==> config.mk <==
export PLATFORM = sky130hd
export DESIGN_NAME = gbte_ctrl
export DESIGN_NICKNAME = d
export VERILOG_FILES = /design/src/design/gbte_pkg.sv /design/src/design/gbte_ctrl.sv
export SDC_FILE = /design/constraint.sdc
export NUM_CORES = 1
export LEC_CHECK = 0
export ABC_AREA = 0
export BUFFER_PORTS_ARGS = -buffer_cell sky130_fd_sc_hd__clkbuf_2
export CORE_ASPECT_RATIO = 1.75
export CORE_MARGIN = 8
export CORE_UTILIZATION = 25
export DETAILED_ROUTE_END_ITERATION = 8
export GPL_ROUTABILITY_DRIVEN = 0
export GPL_TIMING_DRIVEN = 0
export PLACE_DENSITY = 0.45
export SLEW_MARGIN = 20
export SYNTH_ARGS = -nofsm -noshare
export SYNTH_HDL_FRONTEND = slang
export SYNTH_SLANG_ARGS = --single-unit
==> constraint.sdc <==
create_clock -name clk -period 22 [get_ports clk]
set_clock_uncertainty 0.2 [all_clocks]
set_input_delay 4.4 -clock clk [delete_from_list [all_inputs] [get_ports clk]]
set_output_delay 4.4 -clock clk [all_outputs]
set_load 0.05 [all_outputs]
==> src/design/gbte_pkg.sv <==
// Package for the gap buffer text editor.
// Holds sizes, operation and status codes, and the structs shared by the modules.
// No dependencies.
package gbte_pkg;

	localparam int CAPACITY = 4096;
	localparam int AW       = $clog2(CAPACITY);
	localparam int PW       = 13;
	localparam int DW       = 8;

	typedef logic [AW-1:0] addr_t;
	typedef logic [PW-1:0] pos_t;
	typedef logic [DW-1:0] char_t;

	typedef enum logic [2:0] {
		KIND_SET       = 3'd0,
		KIND_MOVE      = 3'd1,
		KIND_INSERT    = 3'd2,
		KIND_BKSP      = 3'd3,
		KIND_FDEL      = 3'd4,
		KIND_RD_AT     = 3'd5,
		KIND_RD_CUR    = 3'd6,
		KIND_RD_BEFORE = 3'd7
	} kind_t;

	typedef enum logic [1:0] {
		ST_OK    = 2'd0,
		ST_NONE  = 2'd1,
		ST_RANGE = 2'd2,
		ST_FULL  = 2'd3
	} status_t;

	typedef struct packed {
		logic  rd_en;
		addr_t rd_addr;
		logic  wr_en;
		addr_t wr_addr;
		char_t wr_data;
	} mem_req_t;

	typedef struct packed {
		status_t status;
		char_t   char_out;
		pos_t    cursor_pos;
		pos_t    text_length;
	} result_t;

endpackage

==> src/design/gbte_ctrl.sv <==
// Gap buffer sequencer: gap pointers, cursor, operation decode and gap moves.
// Drives the text store through a request struct. Uses gbte_pkg.
module gbte_ctrl (
	input  logic                clk,
	input  logic                arst_n,
	input  logic                in_valid,
	output logic                in_ready,
	input  gbte_pkg::kind_t     kind,
	input  gbte_pkg::pos_t      position,
	input  logic [13:0]         delta,
	input  gbte_pkg::char_t     new_char,
	output gbte_pkg::mem_req_t  mem_req,
	input  gbte_pkg::char_t     mem_rd_data,
	output logic                res_valid,
	input  logic                res_ready,
	output gbte_pkg::result_t   res
);

	localparam gbte_pkg::pos_t CAP = gbte_pkg::PW'(gbte_pkg::CAPACITY);

	typedef enum logic [6:0] {
		S_IDLE   = 7'b0000001,
		S_EXEC   = 7'b0000010,
		S_GAP    = 7'b0000100,
		S_GAP_WR = 7'b0001000,
		S_ACT    = 7'b0010000,
		S_FETCH  = 7'b0100000,
		S_RESULT = 7'b1000000
	} state_t;

	state_t            state_q, state_d;
	gbte_pkg::kind_t   kind_q, kind_d;
	gbte_pkg::pos_t    pos_q, pos_d;
	logic [13:0]       delta_q, delta_d;
	gbte_pkg::char_t   nchar_q, nchar_d;
	gbte_pkg::pos_t    gb_q, gb_d, gf_q, gf_d, ca_q, ca_d;
	gbte_pkg::status_t status_q, status_d;
	gbte_pkg::char_t   ch_q, ch_d;
	logic              dir_q, dir_d;	// 1: gap moves down (copy top-down)

	gbte_pkg::pos_t gl, len, cur, rd_pos, rd_phys;
	logic [14:0]    np;

	assign gl  = gf_q - gb_q;
	assign len = CAP - gl;
	assign cur = (ca_q <= gb_q) ? ca_q : ca_q - gl;
	assign np  = {2'b00, cur} + {delta_q[13], delta_q};

	// position targeted by the three read kinds
	always_comb begin
		rd_pos = cur;
		case (kind_q)
			gbte_pkg::KIND_RD_AT:     rd_pos = pos_q;
			gbte_pkg::KIND_RD_BEFORE: rd_pos = (cur == '0) ? '0 : cur - 1'b1;
			default:                  rd_pos = cur;
		endcase
	end
	assign rd_phys = (rd_pos >= gb_q) ? rd_pos + gl : rd_pos;

	function automatic gbte_pkg::pos_t place(gbte_pkg::pos_t p);
		return (p > gb_q) ? p + gl : p;
	endfunction

	always_comb begin
		state_d  = state_q;
		kind_d   = kind_q;
		pos_d    = pos_q;
		delta_d  = delta_q;
		nchar_d  = nchar_q;
		gb_d     = gb_q;
		gf_d     = gf_q;
		ca_d     = ca_q;
		status_d = status_q;
		ch_d     = ch_q;
		dir_d    = dir_q;
		mem_req  = '0;
		in_ready  = 1'b0;
		res_valid = 1'b0;

		unique case (state_q)
			S_IDLE: begin
				in_ready = 1'b1;
				if (in_valid) begin
					kind_d  = kind;
					pos_d   = position;
					delta_d = delta;
					nchar_d = new_char;
					state_d = S_EXEC;
				end
			end
			S_EXEC: begin
				status_d = gbte_pkg::ST_OK;
				ch_d     = '0;
				state_d  = S_RESULT;
				unique case (kind_q) inside
					gbte_pkg::KIND_SET: begin
						if (pos_q > len) status_d = gbte_pkg::ST_RANGE;
						else ca_d = place(pos_q);
					end
					gbte_pkg::KIND_MOVE: begin
						if (np[14] || (np[13:0] > {1'b0, len})) status_d = gbte_pkg::ST_RANGE;
						else ca_d = place(np[gbte_pkg::PW-1:0]);
					end
					gbte_pkg::KIND_INSERT: begin
						if (gb_q >= gf_q) status_d = gbte_pkg::ST_FULL;
						else state_d = S_GAP;
					end
					gbte_pkg::KIND_BKSP: begin
						if (cur == '0) status_d = gbte_pkg::ST_NONE;
						else state_d = S_GAP;
					end
					gbte_pkg::KIND_FDEL: begin
						state_d = S_GAP;
					end
					gbte_pkg::KIND_RD_AT, gbte_pkg::KIND_RD_CUR,
					gbte_pkg::KIND_RD_BEFORE: begin
						if (rd_pos == len) begin
							status_d = gbte_pkg::ST_NONE;
						end else if (rd_pos > len) begin
							status_d = gbte_pkg::ST_RANGE;
						end else begin
							mem_req.rd_en   = 1'b1;
							mem_req.rd_addr = rd_phys[gbte_pkg::AW-1:0];
							state_d         = S_FETCH;
						end
					end
					default: state_d = S_RESULT;
				endcase
			end
			S_GAP: begin
				if (ca_q == gb_q) begin
					state_d = S_ACT;
				end else if (ca_q < gb_q) begin
					mem_req.rd_en   = 1'b1;
					mem_req.rd_addr = gbte_pkg::AW'(gb_q - 1'b1);
					dir_d           = 1'b1;
					state_d         = S_GAP_WR;
				end else if (ca_q > gf_q) begin
					mem_req.rd_en   = 1'b1;
					mem_req.rd_addr = gf_q[gbte_pkg::AW-1:0];
					dir_d           = 1'b0;
					state_d         = S_GAP_WR;
				end else begin
					// cursor at the gap's upper edge (or inside it): gap is there already
					ca_d    = gb_q;
					state_d = S_ACT;
				end
			end
			S_GAP_WR: begin
				mem_req.wr_en   = 1'b1;
				mem_req.wr_data = mem_rd_data;
				if (dir_q) begin
					mem_req.wr_addr = gbte_pkg::AW'(gf_q - 1'b1);
					gb_d            = gb_q - 1'b1;
					gf_d            = gf_q - 1'b1;
				end else begin
					mem_req.wr_addr = gb_q[gbte_pkg::AW-1:0];
					gb_d            = gb_q + 1'b1;
					gf_d            = gf_q + 1'b1;
				end
				state_d = S_GAP;
			end
			S_ACT: begin
				state_d = S_RESULT;
				unique case (kind_q) inside
					gbte_pkg::KIND_INSERT: begin
						mem_req.wr_en   = 1'b1;
						mem_req.wr_addr = gb_q[gbte_pkg::AW-1:0];
						mem_req.wr_data = nchar_q;
						gb_d            = gb_q + 1'b1;
						ca_d            = gb_q + 1'b1;
					end
					gbte_pkg::KIND_BKSP: begin
						mem_req.rd_en   = 1'b1;
						mem_req.rd_addr = gbte_pkg::AW'(gb_q - 1'b1);
						gb_d            = gb_q - 1'b1;
						ca_d            = gb_q - 1'b1;
						state_d         = S_FETCH;
					end
					gbte_pkg::KIND_FDEL: begin
						if (gf_q >= CAP) begin
							status_d = gbte_pkg::ST_NONE;
						end else begin
							mem_req.rd_en   = 1'b1;
							mem_req.rd_addr = gf_q[gbte_pkg::AW-1:0];
							gf_d            = gf_q + 1'b1;
							state_d         = S_FETCH;
						end
					end
					default: state_d = S_RESULT;
				endcase
			end
			S_FETCH: begin
				ch_d    = mem_rd_data;
				state_d = S_RESULT;
			end
			S_RESULT: begin
				res_valid = 1'b1;
				if (res_ready) state_d = S_IDLE;
			end
			default: state_d = S_IDLE;
		endcase
	end

	assign res.status      = status_q;
	assign res.char_out    = (status_q == gbte_pkg::ST_OK) ? ch_q : '0;
	assign res.cursor_pos  = cur;
	assign res.text_length = len;

	always_ff @(posedge clk or negedge arst_n) begin
		if (!arst_n) begin
			state_q <= S_IDLE;
			gb_q    <= '0;
			gf_q    <= CAP;
			ca_q    <= '0;
		end else begin
			state_q <= state_d;
			gb_q    <= gb_d;
			gf_q    <= gf_d;
			ca_q    <= ca_d;
		end
	end

	always_ff @(posedge clk) begin
		kind_q   <= kind_d;
		pos_q    <= pos_d;
		delta_q  <= delta_d;
		nchar_q  <= nchar_d;
		status_q <= status_d;
		ch_q     <= ch_d;
		dir_q    <= dir_d;
	end

endmodule

==> results.sh <==
export IMPL_min_period_over_period=0.714
export IMPL_cp_required_ns=17.40
export IMPL_finalSetupViolCount=0
export IMPL_grt_pass1_vias=13443
export IMPL_synth_warnings=0
export IMPL_ios=122
export IMPL_stdcell_count=2427
export IMPL_dp_cells=2411
export IMPL_r2r_start="gb_q[5]"
export IMPL_worstSetupStartpointType="flip-flop"
export IMPL_grt_start_max_net_pins=47
export IMPL_cp_endpoint="mem_req[32]"
export IMPL_mostFrequentLayoutCells="ha_1 (171), a21oi_1 (143), nand2_1 (141), clkbuf_2 (120), nor2_1 (116)"
export IMPL_grt_ovfl_total=0
export IMPL_diodes=0
export IMPL_wl_met2_um=31400
export IMPL_routedWlPerCell_um=25.6
export IMPL_cpPeakStageDelay_ns=0.88
export IMPL_holdWs_ns=0.438
export IMPL_wl_um=62100
export IMPL_yosysTopAreaCell="ha_1"
export IMPL_period_needed_ns=15.70
export IMPL_row_count=109
export IMPL_syn_inst=1621
export IMPL_syn_nets=1848
export IMPL_met3_length_um=3140
export IMPL_worstHoldPathType="reg -> reg"
export IMPL_cts_hold_buf=0
export IMPL_insertion_delay_ns=0.40
export IMPL_synth_top_area_share=0.168
export IMPL_ant_nets=0
export IMPL_cp_slowest_cell="xor2_1"
export IMPL_die_w_um=186
export IMPL_cp_end_kind="output pin"
export IMPL_cts_buffers=9
export IMPL_fin_setup_tns_ns=0
export IMPL_critPathKind="reg -> out"
export IMPL_ys_seq_area_frac=0.207
export IMPL_cts_root_buf="clkbuf_16"
export IMPL_postCtsSetupBuffers=0
export IMPL_netlist_top_cells_area="ha_1 (17%), edfxtp_1 (12%), dfrtp_1 (8.7%)"
export IMPL_slew_headroom=0.254
export IMPL_crit_top_cell="ha_1"
export IMPL_layout_commonest_cell="ha_1"
export IMPL_portBuffers=121
export IMPL_first_iter_violations=1073
export IMPL_clkTransAtPathRegs_ns=0.09
export IMPL_hold_viol=0
export IMPL_slew_violations=0
export IMPL_crit_start="gb_q[5]"
export IMPL_initial_core_util=0.252
export IMPL_highest_layer="met4"
export IMPL_h_tree_depth=3
export IMPL_synth_avg_cell_area_um2=7.83
export IMPL_nFillCells=5539
export IMPL_fp_coreArea_mm2=0.0503
export IMPL_vias=13528
export IMPL_tightest_slew_ns=1.11
export IMPL_synth_edf_count=49
export IMPL_fmax_mhz=63.7
export IMPL_wl_met1_um=22200
export IMPL_ys_flop_type="edfxtp_1"
export IMPL_status="finished clean"
export IMPL_die_h_um=314
export IMPL_synth_area_mm2=0.0127
export IMPL_nets=1983
export IMPL_via_per_inst=5.57
export IMPL_cts_tree="built"
export IMPL_area_growth_pct=14.4
export IMPL_clkSinkCount=95
export IMPL_final_layout_size_suffix_gt1_frac=0.0988
export IMPL_rrSetupSlack_ns=10.45
export IMPL_cts_path_max_buffers=2
export IMPL_synthArstFlopShare=0.484
export IMPL_drc_errors=0
export IMPL_dp_slack_ns=6.93
export IMPL_grt_pass1_wl_um=89600
export IMPL_grt_use_total=0.206
export IMPL_worst_slack_ns=6.30
export IMPL_ff2ff_path_depth=33
export IMPL_worstPathMaxFanout=11
export IMPL_drt_first_pass_iters=5
export IMPL_antenna_found_initial=0
export IMPL_dp_hpwl_um=50400
export IMPL_synth_distinct_cells=86
export IMPL_rsz0062_at_grt="false"
export IMPL_critPathArrivalTime_ns=11.10
export IMPL_synth_ff_latch_count=95
export IMPL_post_cts_resize_count=0
export IMPL_dieArea_mm2=0.0586
export IMPL_r2r_end="ca_q[7]"
export IMPL_drv_cap=0
==> flip-flops by register name (all words and copies together), names as in the netlist <==
name      cells
ca_q         13
ch_q          8
delta_q      14
dir_q         1
gb_q         13
gf_q         13
kind_q        3
nchar_q       8
pos_q        13
state_q       7
status_q      2
==> layout make-up <==
cell class | count | area (µm²) | area share
Multi-Input combinational cell | 1351 | 9430 | 0.649
Tap cell | 666 | 833 | 0.0573
Inverter | 105 | 394 | 0.0271
Clock inverter | 7 | 100 | 0.00689
Buffer | 70 | 277 | 0.0190
Sequential cell | 95 | 2630 | 0.181
Clock buffer | 9 | 225 | 0.0155
Timing Repair Buffer | 124 | 651 | 0.0448
==> logic make-up after synthesis <==
logic type | share of synthesized area
adder cells (fa/ha/maj) | 0.181
flip-flops | 0.207
multiplexers | 0.0106
AO/OA/AOI/OAI | 0.262
AND/OR/NAND/NOR | 0.211
XOR/XNOR | 0.0766
buffers and inverters | 0.0528
==> worst max-delay path: cells and delay by family (launching register included) <==
family / cells / cell delay, ns
flops: 1 / 0.33
fa+ha+maj: 3 / 1.34
xor+xnor: 3 / 1.13
buf+inv: 6 / 2.21
simple gates: 9 / 1.79
compound gates: 15 / 3.89
==> cells in the mapped netlist (16+ instances only) <==
| master | n |
|---|---|
| nand4_1 | 24 |
| xor2_1 | 19 |
| nor3_1 | 49 |
| dfrtp_1 | 44 |
| ha_1 | 171 |
| a21o_1 | 41 |
| a22oi_1 | 19 |
| nor2_1 | 116 |
| and3_1 | 18 |
| clkbuf_1 | 62 |
| inv_1 | 98 |
| and2_1 | 28 |
| o21a_1 | 27 |
| nand2b_1 | 17 |
| nand2_1 | 141 |
| edfxtp_1 | 49 |
| nor2b_1 | 26 |
| a21oi_1 | 143 |
| o21ai_0 | 100 |
| nand3_1 | 41 |
| xnor2_1 | 92 |
| o211ai_1 | 16 |
| or3_1 | 17 |
==> layer usage <==
metal	global-route usage	vias to the layer above
li1	-	6266
met2	0.370	509
met5	0	-
met4	0.170	0
met3	0.0314	192
met1	0.211	6561
==> metrics by stage <==
step / util / instance area (µm²)
floorplan: - / 12700
global placement: 0.281 / 14100
detailed placement: 0.282 / 14200
CTS: 0.289 / 14500
global route: 0.289 / 14500
finish: 0.289 / 14500
==> how the worst min path moves through the flow <==
stage | start | end | cells past startpoint
3_3_place_gp | gb_q[1] | gb_q[1] | 2
6_report | gf_q[4] | gf_q[4] | 1
4_1_cts | gb_q[1] | gb_q[1] | 2
2_1_floorplan | gf_q[4] | gf_q[4] | 1
3_5_place_dp | gb_q[1] | gb_q[1] | 2
5_1_grt | gf_q[4] | gf_q[4] | 1
Power is left out: the tool's default activity adds up to more than one toggle a clock period on the data nets, which glitch-free logic cannot reach.
